`src/hdl/voxel_column_span_occluder_unit_defines.svh`:
```
// Assertion macros for the span occluder.
`ifndef VOXEL_COLUMN_SPAN_OCCLUDER_UNIT_DEFINES_SVH
`define VOXEL_COLUMN_SPAN_OCCLUDER_UNIT_DEFINES_SVH

// Implication checked in the same cycle.
`define VCSO_ASSERT_SAME(label, ante, cons, msg) \
  label: assert property (@(posedge clk) disable iff (!rst_n) (ante) |-> (cons)) \
    else $error(msg);

// Implication checked in the next cycle.
`define VCSO_ASSERT_NEXT(label, ante, cons, msg) \
  label: assert property (@(posedge clk) disable iff (!rst_n) (ante) |=> (cons)) \
    else $error(msg);

`endif

```
`src/hdl/vcso_pkg.sv`:
```
package vcso_pkg;

  localparam int SCREEN_WIDTH  = 320;
  localparam int SCREEN_HEIGHT = 240;

  localparam int COL_W    = 9;
  localparam int ROW_W    = 8;
  localparam int HGT_W    = 8;
  localparam int CAM_W    = 10;
  localparam int HOR_W    = 10;
  localparam int PF_W     = 24;
  localparam int DIFF_W   = 11;
  localparam int PROD_W   = 36;
  localparam int FRAC_BITS = 16;
  localparam int CALC_W   = 21;
  localparam int SHADE_SHIFT = 5;
  localparam int ADDR_W   = $clog2(SCREEN_WIDTH);

  localparam int IN_DATA_W  = 56;
  localparam int OUT_DATA_W = 48;
  localparam int CFG_IDX_W  = 1;
  localparam int CFG_DATA_W = 10;

  localparam logic OP_TERRAIN = 1'b0;
  localparam logic OP_SKY     = 1'b1;

  localparam logic KIND_TERRAIN = 1'b0;
  localparam logic KIND_SKY     = 1'b1;

  localparam logic [CFG_IDX_W-1:0] CFG_CAMERA_HEIGHT = 1'd0;
  localparam logic [CFG_IDX_W-1:0] CFG_HORIZON_ROW   = 1'd1;

  localparam logic [ROW_W-1:0] TOP_EMPTY = ROW_W'(SCREEN_HEIGHT);

  typedef struct packed {
    logic             op;
    logic [COL_W-1:0] column;
    logic [4:0]       base_color;
    logic [2:0]       shade_low;
    logic [2:0]       shade_high;
    logic [3:0]       shade_fraction;
  } item_t;

  typedef struct packed {
    logic             kind;
    logic [COL_W-1:0] column;
    logic [ROW_W-1:0] top;
    logic [ROW_W-1:0] rows;
    logic [7:0]       low_pixel;
    logic [7:0]       high_pixel;
    logic [3:0]       dither;
  } span_t;

  typedef struct packed {
    logic              emit;
    logic              wr_en;
    logic [ROW_W-1:0]  wr_data;
    span_t             span;
  } eval_t;

endpackage

```
`src/hdl/vcso_ram.sv`:
```
module vcso_ram #(
  parameter int WIDTH = 8,
  parameter int DEPTH = 320
) (
  input  logic                     clk,
  input  logic                     we,
  input  logic [$clog2(DEPTH)-1:0] waddr,
  input  logic [WIDTH-1:0]         wdata,
  input  logic                     re,
  input  logic [$clog2(DEPTH)-1:0] raddr,
  output logic [WIDTH-1:0]         rdata
);

  logic [WIDTH-1:0] mem [DEPTH];
  logic [WIDTH-1:0] rdata_r;

  always_ff @(posedge clk) begin
    if (we) begin
      mem[waddr] <= wdata;
    end
    if (re) begin
      rdata_r <= mem[raddr];
    end
  end

  assign rdata = rdata_r;

endmodule

```
`src/hdl/vcso_span_eval.sv`:
```
module vcso_span_eval (
  input  vcso_pkg::item_t                      item,
  input  logic signed [vcso_pkg::PROD_W-1:0]   prod,
  input  logic [vcso_pkg::ROW_W-1:0]           top,
  input  logic signed [vcso_pkg::HOR_W-1:0]    horizon,
  output vcso_pkg::eval_t                      ev
);
  import vcso_pkg::*;

  logic                     col_ok;
  logic signed [CALC_W-1:0] row;
  logic signed [CALC_W-1:0] top_ext;
  logic [ROW_W-1:0]         row_c;
  logic                     hit;

  always_comb begin
    col_ok  = (COL_W+1)'(item.column) < (COL_W+1)'(SCREEN_WIDTH);
    // arithmetic shift of the product is the floor division by 2^16
    row     = CALC_W'(horizon) - CALC_W'($signed(prod[PROD_W-1:FRAC_BITS]));
    top_ext = $signed({{(CALC_W-ROW_W){1'b0}}, top});
    row_c   = row[CALC_W-1] ? '0 : row[ROW_W-1:0];
    hit     = (top != '0) && (row < top_ext);

    ev = '0;
    ev.span.column = item.column;
    if (col_ok) begin
      if (item.op == OP_SKY) begin
        ev.wr_en       = 1'b1;
        ev.wr_data     = TOP_EMPTY;
        ev.emit        = top != '0;
        ev.span.kind   = KIND_SKY;
        ev.span.top    = '0;
        ev.span.rows   = top;
      end else begin
        ev.wr_en       = hit;
        ev.wr_data     = row_c;
        ev.emit        = hit;
        ev.span.kind   = KIND_TERRAIN;
        ev.span.top    = row_c;
        ev.span.rows   = top - row_c;
        ev.span.low_pixel  = {item.shade_low, item.base_color};
        ev.span.high_pixel = {item.shade_high, item.base_color};
        ev.span.dither     = item.shade_fraction;
      end
    end
  end

endmodule

```
`src/hdl/voxel_column_span_occluder_unit.sv`:
```
// Voxel column span occluder.
// in_*: one terrain sample or sky flush per transfer; tuser is op, tdata packs
// column, height, base_color, proj_factor, shade_low, shade_high, shade_fraction.
// out_*: one span per transfer; tuser is span_kind, tdata packs span_column,
// span_top, span_rows, low_pixel, high_pixel, dither_fraction.
// cfg_*: register writes (0 camera_height, 1 horizon_row), always ready; write
// only while the block is idle.
// One item per cycle sustained. An item is accepted, its column top is read
// from the top RAM while the projection product is registered; then it is
// evaluated, and once the output register is free it is written back and its
// span loaded into that register, from which the span is offered. A
// back-to-back item on the same column takes the written value through a
// bypass register.
// After reset the top RAM is swept to the screen height, one column a cycle
// over all SCREEN_WIDTH columns, with in_tready low; config writes still go in.
// A stalled receiver holds the output register; the evaluation stage then
// holds any item it has, and in_tready is low while it does, until the span is taken.
`include "voxel_column_span_occluder_unit_defines.svh"

module voxel_column_span_occluder_unit (
  input  logic                                clk,
  input  logic                                rst_n,
  input  logic                                in_tvalid,
  output logic                                in_tready,
  // op
  input  logic                                in_tuser,
  // column, height, base_color, proj_factor, shade_low, shade_high,
  // shade_fraction
  input  logic [vcso_pkg::IN_DATA_W-1:0]      in_tdata,
  output logic                                out_tvalid,
  input  logic                                out_tready,
  // span_kind
  output logic                                out_tuser,
  // span_column, span_top, span_rows, low_pixel, high_pixel,
  // dither_fraction, 3 zero bits
  output logic [vcso_pkg::OUT_DATA_W-1:0]     out_tdata,
  input  logic                                cfg_valid,
  output logic                                cfg_ready,
  input  logic [vcso_pkg::CFG_IDX_W-1:0]      cfg_index,
  input  logic [vcso_pkg::CFG_DATA_W-1:0]     cfg_data
);
  import vcso_pkg::*;

  logic [CAM_W-1:0]         cam_r, cam_nxt;
  logic signed [HOR_W-1:0]  hor_r, hor_nxt;

  logic                     clearing_r, clearing_nxt;
  logic [ADDR_W-1:0]        clr_cnt_r, clr_cnt_nxt;

  logic                     s1_valid_r, s1_valid_nxt;
  item_t                    s1_item_r, s1_item_nxt;
  logic signed [PROD_W-1:0] s1_prod_r, s1_prod_nxt;
  logic                     s1_fwd_r, s1_fwd_nxt;
  logic [ROW_W-1:0]         s1_fwd_data_r, s1_fwd_data_nxt;

  logic                     out_valid_r, out_valid_nxt;
  span_t                    out_span_r, out_span_nxt;

  item_t                    in_item;
  logic [HGT_W-1:0]         in_height;
  logic [PF_W-1:0]          in_pf;
  logic signed [DIFF_W-1:0] diff;
  logic                     in_acc;
  logic                     s1_fire;
  logic [ROW_W-1:0]         top_cur;
  logic [ROW_W-1:0]         ram_rdata;
  logic                     ram_we;
  logic [ADDR_W-1:0]        ram_waddr;
  logic [ROW_W-1:0]         ram_wdata;
  logic [ADDR_W-1:0]        ram_raddr;
  eval_t                    ev;

  always_comb begin
    in_item.op             = in_tuser;
    in_item.column         = in_tdata[8:0];
    in_height              = in_tdata[16:9];
    in_item.base_color     = in_tdata[21:17];
    in_pf                  = in_tdata[45:22];
    in_item.shade_low      = in_tdata[48:46];
    in_item.shade_high     = in_tdata[51:49];
    in_item.shade_fraction = in_tdata[55:52];
  end

  assign diff = $signed({{(DIFF_W-HGT_W){1'b0}}, in_height})
              - $signed({{(DIFF_W-CAM_W){1'b0}}, cam_r});

  assign s1_fire   = s1_valid_r && (!out_valid_r || out_tready);
  assign in_tready = !clearing_r && (!s1_valid_r || s1_fire);
  assign in_acc    = in_tvalid && in_tready;
  assign cfg_ready = 1'b1;

  // out-of-range columns read entry 0; the evaluation discards them
  assign ram_raddr = ((COL_W+1)'(in_item.column) < (COL_W+1)'(SCREEN_WIDTH))
                   ? ADDR_W'(in_item.column) : '0;
  assign top_cur   = s1_fwd_r ? s1_fwd_data_r : ram_rdata;

  vcso_span_eval u_eval (
    .item    (s1_item_r),
    .prod    (s1_prod_r),
    .top     (top_cur),
    .horizon (hor_r),
    .ev      (ev)
  );

  always_comb begin
    if (clearing_r) begin
      ram_we    = 1'b1;
      ram_waddr = clr_cnt_r;
      ram_wdata = TOP_EMPTY;
    end else begin
      ram_we    = s1_fire && ev.wr_en;
      ram_waddr = ADDR_W'(s1_item_r.column);
      ram_wdata = ev.wr_data;
    end
  end

  vcso_ram #(
    .WIDTH (ROW_W),
    .DEPTH (SCREEN_WIDTH)
  ) u_top_ram (
    .clk   (clk),
    .we    (ram_we),
    .waddr (ram_waddr),
    .wdata (ram_wdata),
    .re    (in_acc),
    .raddr (ram_raddr),
    .rdata (ram_rdata)
  );

  always_comb begin
    cam_nxt = cam_r;
    hor_nxt = hor_r;
    if (cfg_valid && cfg_ready) begin
      case (cfg_index)
        CFG_CAMERA_HEIGHT: cam_nxt = cfg_data;
        CFG_HORIZON_ROW:   hor_nxt = $signed(cfg_data);
        default: ;
      endcase
    end

    clearing_nxt = clearing_r;
    clr_cnt_nxt  = clr_cnt_r;
    if (clearing_r) begin
      if (clr_cnt_r == ADDR_W'(SCREEN_WIDTH - 1)) begin
        clearing_nxt = 1'b0;
      end else begin
        clr_cnt_nxt = clr_cnt_r + 1'b1;
      end
    end

    s1_valid_nxt    = s1_valid_r;
    s1_item_nxt     = s1_item_r;
    s1_prod_nxt     = s1_prod_r;
    s1_fwd_nxt      = s1_fwd_r;
    s1_fwd_data_nxt = s1_fwd_data_r;
    if (s1_fire) begin
      s1_valid_nxt = 1'b0;
    end
    if (in_acc) begin
      s1_valid_nxt    = 1'b1;
      s1_item_nxt     = in_item;
      s1_prod_nxt     = diff * $signed({1'b0, in_pf});
      // same column written back on this edge: RAM read returns the old top
      s1_fwd_nxt      = s1_fire && ev.wr_en && (s1_item_r.column == in_item.column);
      s1_fwd_data_nxt = ev.wr_data;
    end

    out_valid_nxt = out_valid_r;
    out_span_nxt  = out_span_r;
    if (out_valid_r && out_tready) begin
      out_valid_nxt = 1'b0;
    end
    if (s1_fire && ev.emit) begin
      out_valid_nxt = 1'b1;
      out_span_nxt  = ev.span;
    end
  end

  always_ff @(posedge clk) begin
    if (!rst_n) begin
      cam_r       <= CAM_W'(90);
      hor_r       <= HOR_W'(90);
      clearing_r  <= 1'b1;
      clr_cnt_r   <= '0;
      s1_valid_r  <= 1'b0;
      s1_fwd_r    <= 1'b0;
      out_valid_r <= 1'b0;
    end else begin
      cam_r       <= cam_nxt;
      hor_r       <= hor_nxt;
      clearing_r  <= clearing_nxt;
      clr_cnt_r   <= clr_cnt_nxt;
      s1_valid_r  <= s1_valid_nxt;
      s1_fwd_r    <= s1_fwd_nxt;
      out_valid_r <= out_valid_nxt;
    end
  end

  always_ff @(posedge clk) begin
    s1_item_r     <= s1_item_nxt;
    s1_prod_r     <= s1_prod_nxt;
    s1_fwd_data_r <= s1_fwd_data_nxt;
    out_span_r    <= out_span_nxt;
  end

  assign out_tvalid = out_valid_r;
  assign out_tuser  = out_span_r.kind;
  assign out_tdata  = {3'b000, out_span_r.dither, out_span_r.high_pixel,
                       out_span_r.low_pixel, out_span_r.rows, out_span_r.top,
                       out_span_r.column};

  `VCSO_ASSERT_SAME(a_rows_nonzero, out_valid_r, out_span_r.rows != '0,
                    "span with zero rows")
  `VCSO_ASSERT_SAME(a_span_in_screen, out_valid_r,
                    (ROW_W+1)'(out_span_r.top) + (ROW_W+1)'(out_span_r.rows)
                      <= (ROW_W+1)'(SCREEN_HEIGHT),
                    "span reaches below the screen")
  `VCSO_ASSERT_NEXT(a_fwd_source, in_acc && !(s1_fire && ev.wr_en),
                    !s1_fwd_r, "bypass set without a write-back")

endmodule
```
`config.mk`:
```
export PLATFORM = sky130hd
export DESIGN_NAME = voxel_column_span_occluder_unit
export DESIGN_NICKNAME = d
export VERILOG_FILES = /design/src/hdl/vcso_pkg.sv /design/src/hdl/vcso_ram.sv /design/src/hdl/vcso_span_eval.sv /design/src/hdl/voxel_column_span_occluder_unit.sv
export VERILOG_INCLUDE_DIRS = /design/src /design/src/hdl
export SDC_FILE = /design/constraint.sdc
export NUM_CORES = 2
export LEC_CHECK = 0
export ABC_AREA = 1
export BUFFER_PORTS_ARGS = -buffer_cell sky130_fd_sc_hd__buf_2
export CAP_MARGIN = 20
export CORE_ASPECT_RATIO = 2
export CORE_MARGIN = 10
export CORE_UTILIZATION = 55
export CTS_BUF_LIST = sky130_fd_sc_hd__clkbuf_4 sky130_fd_sc_hd__clkbuf_8
export CTS_CLUSTER_SIZE = 28
export DETAILED_ROUTE_END_ITERATION = 10
export PLACE_DENSITY_LB_ADDON = 0.25
export SLEW_MARGIN = 10
export SYNTH_ARGS = -nofsm -noshare
export SYNTH_HDL_FRONTEND = slang
export SYNTH_SLANG_ARGS = --single-unit
```
`constraint.sdc`:
```
create_clock -name clk -period 38.6 [get_ports clk]
set_clock_uncertainty 0.05 [all_clocks]
set_input_delay 5.79 -clock clk [delete_from_list [all_inputs] [get_ports clk]]
set_output_delay 5.79 -clock clk [all_outputs]
set_load 0.02 [all_outputs]
```
# Word-level counts from Yosys, hierarchy flattened
# Memory sizes are Yosys's and may differ from the RTL's. A register that Yosys moved wholly into a read port is not among the register bits.
# Index checks and enable logic that the tools add are counted.
dict set report classes {
  reduce_logical 20
  mul 1
  bitwise 3
  n_addsub 4
  n_eq_ne 2
  order_cmp 3
  n_mux 17
}
# op n
set op_table {}
lappend op_table {{multiplier 11 x 25 -> 36 bit} 1}
lappend op_table {{two-way mux 8 bit} 4}
lappend op_table {{two-way mux 11 bit} 2}
lappend op_table {{< comparator 21 x 9 -> 1 bit} 1}
lappend op_table {{subtractor 10 x 20 -> 21 bit} 1}
lappend op_table {{< comparator 9 bit (second input constant)} 2}
lappend op_table {{two-way mux 9 bit} 2}
lappend op_table {{subtractor 8 x 10 -> 11 bit} 1}
lappend op_table {{adder 9 x 1 -> 9 bit (second input constant)} 1}
lappend op_table {{equality test 9 bit} 1}
lappend op_table {{equality test 9 bit (second input constant)} 1}
lappend op_table {{two-way mux 1 bit} 9}
lappend op_table {{logical AND 1 bit} 8}
lappend op_table {{nonzero test 8 bit} 1}
lappend op_table {{subtractor 8 bit} 1}
lappend op_table {{AND reduction 2 bit} 3}
lappend op_table {{nonzero test 2 bit} 2}
lappend op_table {{logical NOT 1 bit} 3}
lappend op_table {{inverter 1 bit} 3}
lappend op_table {{logical OR 1 bit} 2}
lappend op_table {{OR reduction 2 bit} 1}
dict set report word_totals {
  out_inout_bits 52
  mem_bits_rw 2560
  ff_bits 148
  word_cells 73
  mem_count 1
  in_bits 73
}
# name words word_bits rd rd_ports_with_merged_regs write_ports line
set memory_table {}
lappend memory_table {u_top_ram.mem 320 8 1 1 1 vcso_ram.sv:14} ;# logic [WIDTH-1:0] mem [DEPTH];

# Depth between registers and ports, before layout
dict set report depth {
  word_depth 9
  ltp_mapped 40
}

# Modules after synthesis
# From an unflattened synthesis, not the netlist that was laid out.
dict set report unflattened {
  cells_unflattened 10833
  hier_area_um2 120972.3
}
# mod instances area_each_um2 cells_per_inst
set by_module_without_submodules {}
lappend by_module_without_submodules {vcso_ram 1 103490.5 8568}
lappend by_module_without_submodules {voxel_column_span_occluder_unit 1 15054.4 1792}
lappend by_module_without_submodules {vcso_span_eval 1 2427.3 473}

# Least setup slack after synthesis
# OpenSTA, ideal clock, no wires.
dict set report synth_path {
  path_type {register to register}
  from {reg hor_r[9]}
  to {mem u_top_ram.mem[0][0], data pin}
  path_slack_ps 16468
  t_arrival_ps 18623
  path_stages_with_launch 12
  period_less_slack_ps 22132
  t_required_ps 35091
  path_cell_list {dfxtp_1 ha_1 nand2_1 inv_1 a21oi_2 nand2_1 nand2_1 nand4_1 nand2_1 clkbuf_1 inv_1 nor4_1}
}
dict set report synth_between {
  elab_chain_len 5
}
# element line
set synth_lines {}
lappend synth_lines {{from (decl)} voxel_column_span_occluder_unit.sv:45} ;# logic signed [HOR_W-1:0] hor_r, hor_nxt;
lappend synth_lines {{from (signal assigned)} voxel_column_span_occluder_unit.sv:190} ;# hor_r <= hor_nxt;
lappend synth_lines {{subtractor 10 x 20 -> 21 bit} vcso_span_eval.sv:19} ;# row = CALC_W'(horizon) - CALC_W'($signed(prod[PROD_W-1:FRAC_BITS]));
lappend synth_lines {{two-way mux 8 bit} vcso_span_eval.sv:21} ;# row_c = row[CALC_W-1] ? '0 : row[ROW_W-1:0];
lappend synth_lines {{two-way mux 11 bit} vcso_span_eval.sv:27} ;# if (item.op == OP_SKY) begin
lappend synth_lines {{two-way mux 11 bit} vcso_span_eval.sv:26} ;# if (col_ok) begin
lappend synth_lines {{two-way mux 8 bit} voxel_column_span_occluder_unit.sv:106} ;# if (clearing_r) begin
lappend synth_lines {{net ram_wdata[0]} voxel_column_span_occluder_unit.sv:69} ;# logic [ROW_W-1:0] ram_wdata;
lappend synth_lines {{to (decl)} vcso_ram.sv:14}
# The timed path passes the listed nets, and every way through them passes these cells.

# Worst setup path in the final report
dict set report layout_path {
  from {in in_tdata[9] (netlist name)}
  to {reg s1_prod_r[35], data pin}
}
dict set report layout_between {
  elab_chain_len 2
}
# element line
set layout_lines {}
lappend layout_lines {{from (decl)} voxel_column_span_occluder_unit.sv:29} ;# input logic [vcso_pkg::IN_DATA_W-1:0] in_tdata,
lappend layout_lines {{subtractor 8 x 10 -> 11 bit} voxel_column_span_occluder_unit.sv:85} ;# - $signed({{(DIFF_W-CAM_W){1'b0}}, cam_r});
lappend layout_lines {{multiplier 11 x 25 -> 36 bit} voxel_column_span_occluder_unit.sv:162} ;# s1_prod_nxt = diff * $signed({1'b0, in_pf});
lappend layout_lines {{to (signal assigned)} voxel_column_span_occluder_unit.sv:201} ;# s1_prod_r <= s1_prod_nxt;
lappend layout_lines {{to (decl)} voxel_column_span_occluder_unit.sv:52} ;# logic signed [PROD_W-1:0] s1_prod_r, s1_prod_nxt;
# Every way passes these cells.
# A chain may end at the register's enable or synchronous reset.

==> results.yml <==
die:
  start_util: 0.552
  die_w_um: 347
  design.portCount: 125
  row_count: 240
  die_h_um: 674
  die_area_mm2: 0.234
  fp.coreArea_mm2: 0.213
critical_path:
  crit_type: "input pin to flop"
  r2r_cells: 35
  crit_buf_inv: 8
  cp_slowest_cell: "fa_1"
  critPathArrivalTime_ps: 13250
  cp_top_family: "adder cells"
  cp_max_fo: 18
  crit_path_end_kind: "flop"
  r2r_setup_slack_ps: 30550
  slowest_delay_ps: 540
  cp.required_ps: 39270
  start_kind: "input pin"
  cpMostUsedCell: "nand2_1"
  reg2reg_to: "s1_prod_r[35]$_DFFE_PP_"
  r2r-start: "cam_r[0]$_SDFFE_PN0P_"
synthesis:
  yosysSeqAreaShare: 0.684
  synth.distinct_cells: 54
  syn_inst: 10000
  ys.flop_type: "edfxtp_1"
  avgSynthCellArea_um2: 11.7
  synth_enable_flop_cells: 2662
  yosys_warnings: 0
  synth-seq-cells: 2695
  postSynth.asyncResetShare: 0
  synth_area_mm2: 0.118
finish:
  utilization: 0.597
  seqCellArea_mm2: 0.0806
  most-common-layout-cells: "edfxtp_1 (2662), nand2_1 (2163), nand3_1 (1619), nor2_1 (842), o22ai_1 (538)"
  multi_input_area_mm2: 0.0328
  fill_cells: 17000
  area_growth_pct: 8.09
  finalNetCount: 10400
  layout_commonest_cell: "edfxtp_1"
  drive_above_1_share: 0.0822
drt:
  totalWireLength_um: 334000
  vias_per_cell: 6.12
  wl_per_cell_um: 25.6
  drc_errors: 0
  first_iter_violations: 7882
  postRouteAntennaNets: 0
  vias: 79800
  dr.pass1.iters: 8
power_and_ir_drop:
  intPower_w: 0.00497
  switching_power_w: 0.00237
  powerDensity_mw_per_mm2: 57.7
  switching_share: 0.323
  clkPwrFrac: 0.285
  p_comb_frac: 0.274
  p_seq_frac: 0.441
  ir_drop_mv: 0.0831
  cellLeakagePower_nw: 42.9
sta:
  hold_viol: 0
  maxSlewHeadroom: 0.153
  worst_slew_pin_slew_ps: 1270
  fmax_ghz: 0.0795
  grt_setup_unrepaired: "no"
  slew_viol_final: 0
  period_needed_ps: 12580
  timing.final.crit_share: 0.326
  finalSetupViolCount: 0
  setup_tns_ps: 0
placed_design:
  gp_congestion: 0.927
  dp_hpwl_um: 204000
  port_buffers: 120
global_route:
  antenna_found_initial: 8
  grt_first_pass_wirelength_um: 494000
  grt_util_all_layers: 0.279
  grt_max_degree: 214
  gr-total-overflow: 0
  grt_pass1_vias: 80000
cts:
  holdBufCountCts: 0
  cts_tree: "built"
  insertion_delay_ps: 1010
  post_cts_buffers: 0
  cts_max_level: 5
  root_buffer: "clkbuf_8"
  path_clk_slew_ps: 70
  cts.sinks: 2695
  ctsResizeCount: 0
  clockBufferDepth: 4
  cts_buffers: 359
status:
  status: "completed"
hold_path:
  hold_path.startpoint: "hor_r[5]$_SDFFE_PN0P_"
  hp-class: "flop to flop"
  min_to: "hor_r[5]$_SDFFE_PN0P_"
  holdPathStages: 2
flow_run:
  cap_violations: 0
==> cell usage after synthesis, types with 5 or more instances <==
library cell	number	area [um^2]
o31ai_1	12	90.1
nand2_2	14	87.6
o32ai_1	39	342
edfxtp_1	2662	79900
inv_2	12	45.0
o21ai_1	7	35.0
nor3_1	18	90.1
o22ai_1	538	3370
fa_1	199	3980
nor4_1	6	37.5
nand4_1	15	93.8
o21ai_0	222	1110
buf_4	12	90.1
o311ai_0	12	105
buf_2	108	541
nand3_1	1623	8120
dfxtp_1	33	661
nand3b_1	6	45.0
o211ai_1	49	368
nor2_1	845	3170
o21bai_1	5	37.5
xnor2_1	8	70.1
or2_2	30	188
clkbuf_1	453	1700
mux2i_1	8	80.1
ha_1	138	1730
inv_1	492	1850
buf_1	70	263
nand2_1	2164	8120
xor2_1	22	193
a21oi_1	173	866
==> tightest hold or removal path: stages, from the launching register on <==
cell and delay, ps:
dfxtp_1 320, nor2_1 90, nor2_1 50
==> flip-flops by register name, indices dropped and copies added, names as in the netlist, 8 cells and up <==
register and flops:
s1_prod_r 20, cam_r 10, clr_cnt_r 9, hor_r 10, s1_fwd_data_r 8, u_top_ram.mem 2560
u_top_ram.rdata 8, s1_item_r 25, out_tdata 40
==> metal layers <==
| layer | vias to the layer above | track usage | routed length (um) |
|---|---|---|---|
| li1 | 35600 | - | - |
| met1 | 39200 | 0.312 | 112000 |
| met2 | 4054 | 0.485 | 169000 |
| met3 | 1071 | 0.0401 | 25400 |
| met4 | 6 | 0.204 | 27200 |
| met5 | - | 0 | 38 |
==> kinds of logic after synthesis <==
| logic type | count (synthesis) | synth area share |
|---|---|---|
| and+or+nand+nor | 4733 | 0.170 |
| DFF | 2695 | 0.684 |
| buffers and inverters | 1152 | 0.0384 |
| AOI/OAI and AO/OA | 1080 | 0.0553 |
| adders and majority gates | 337 | 0.0485 |
| xor gates and xnor gates | 30 | 0.00223 |
| muxes | 8 | 0.000680 |
| other | 2 | 0.0000638 |
==> worst max-delay path by stage <==
stage / slack, ps / cells after the start / startpoint / endpoint
global placement: 25000 / 37 / in_tdata[9] / s1_prod_r[33]$_DFFE_PP_
global route: 25530 / 37 / in_tdata[9] / s1_prod_r[35]$_DFFE_PP_
detailed placement: 25060 / 37 / in_tdata[9] / s1_prod_r[35]$_DFFE_PP_
finish: 26020 / 37 / in_tdata[9] / s1_prod_r[35]$_DFFE_PP_
CTS: 26100 / 37 / in_tdata[9] / s1_prod_r[35]$_DFFE_PP_
floorplan: 16470 / 11 / hor_r[9]$_SDFFE_PN0P_ / u_top_ram.mem[0][0]$_DFFE_PP_
==> cell type report <==
type	count	area share
Tap cell	2783	0.0274
Clock buffer	442	0.0440
Timing Repair Buffer	222	0.0129
Multi-Input combinational cell	6192	0.257
Sequential cell	2695	0.633
Clock inverter	204	0.00992
Antenna cell	3	0.0000590
Inverter	507	0.0152
==> through the flow <==
stage                     hold slack, ps  instances  setup WS (ps)  instance area (um^2)  power [W]
after floorplan                      383      10000          16470                118000    0.00469
after global placement               424      12400          25000                120000    0.00529
after detailed placement             433      12400          25060                120000    0.00531
after CTS                            444      13000          26100                127000    0.00737
after global routing                 474      13000          25530                127000    0.00771
final                                449      13000          26020                127000    0.00734
==> power groups by stage <==
stage                     Sequential [W]  Combinational, W  Clock, W
after global placement           0.00330           0.00198         0
after CTS                        0.00324           0.00202   0.00211
after global routing             0.00324           0.00224   0.00223
after detailed placement         0.00330           0.00200         0
after floorplan                  0.00330           0.00138         0
final                            0.00324           0.00201   0.00209
(Power assumes the default switching activity.)
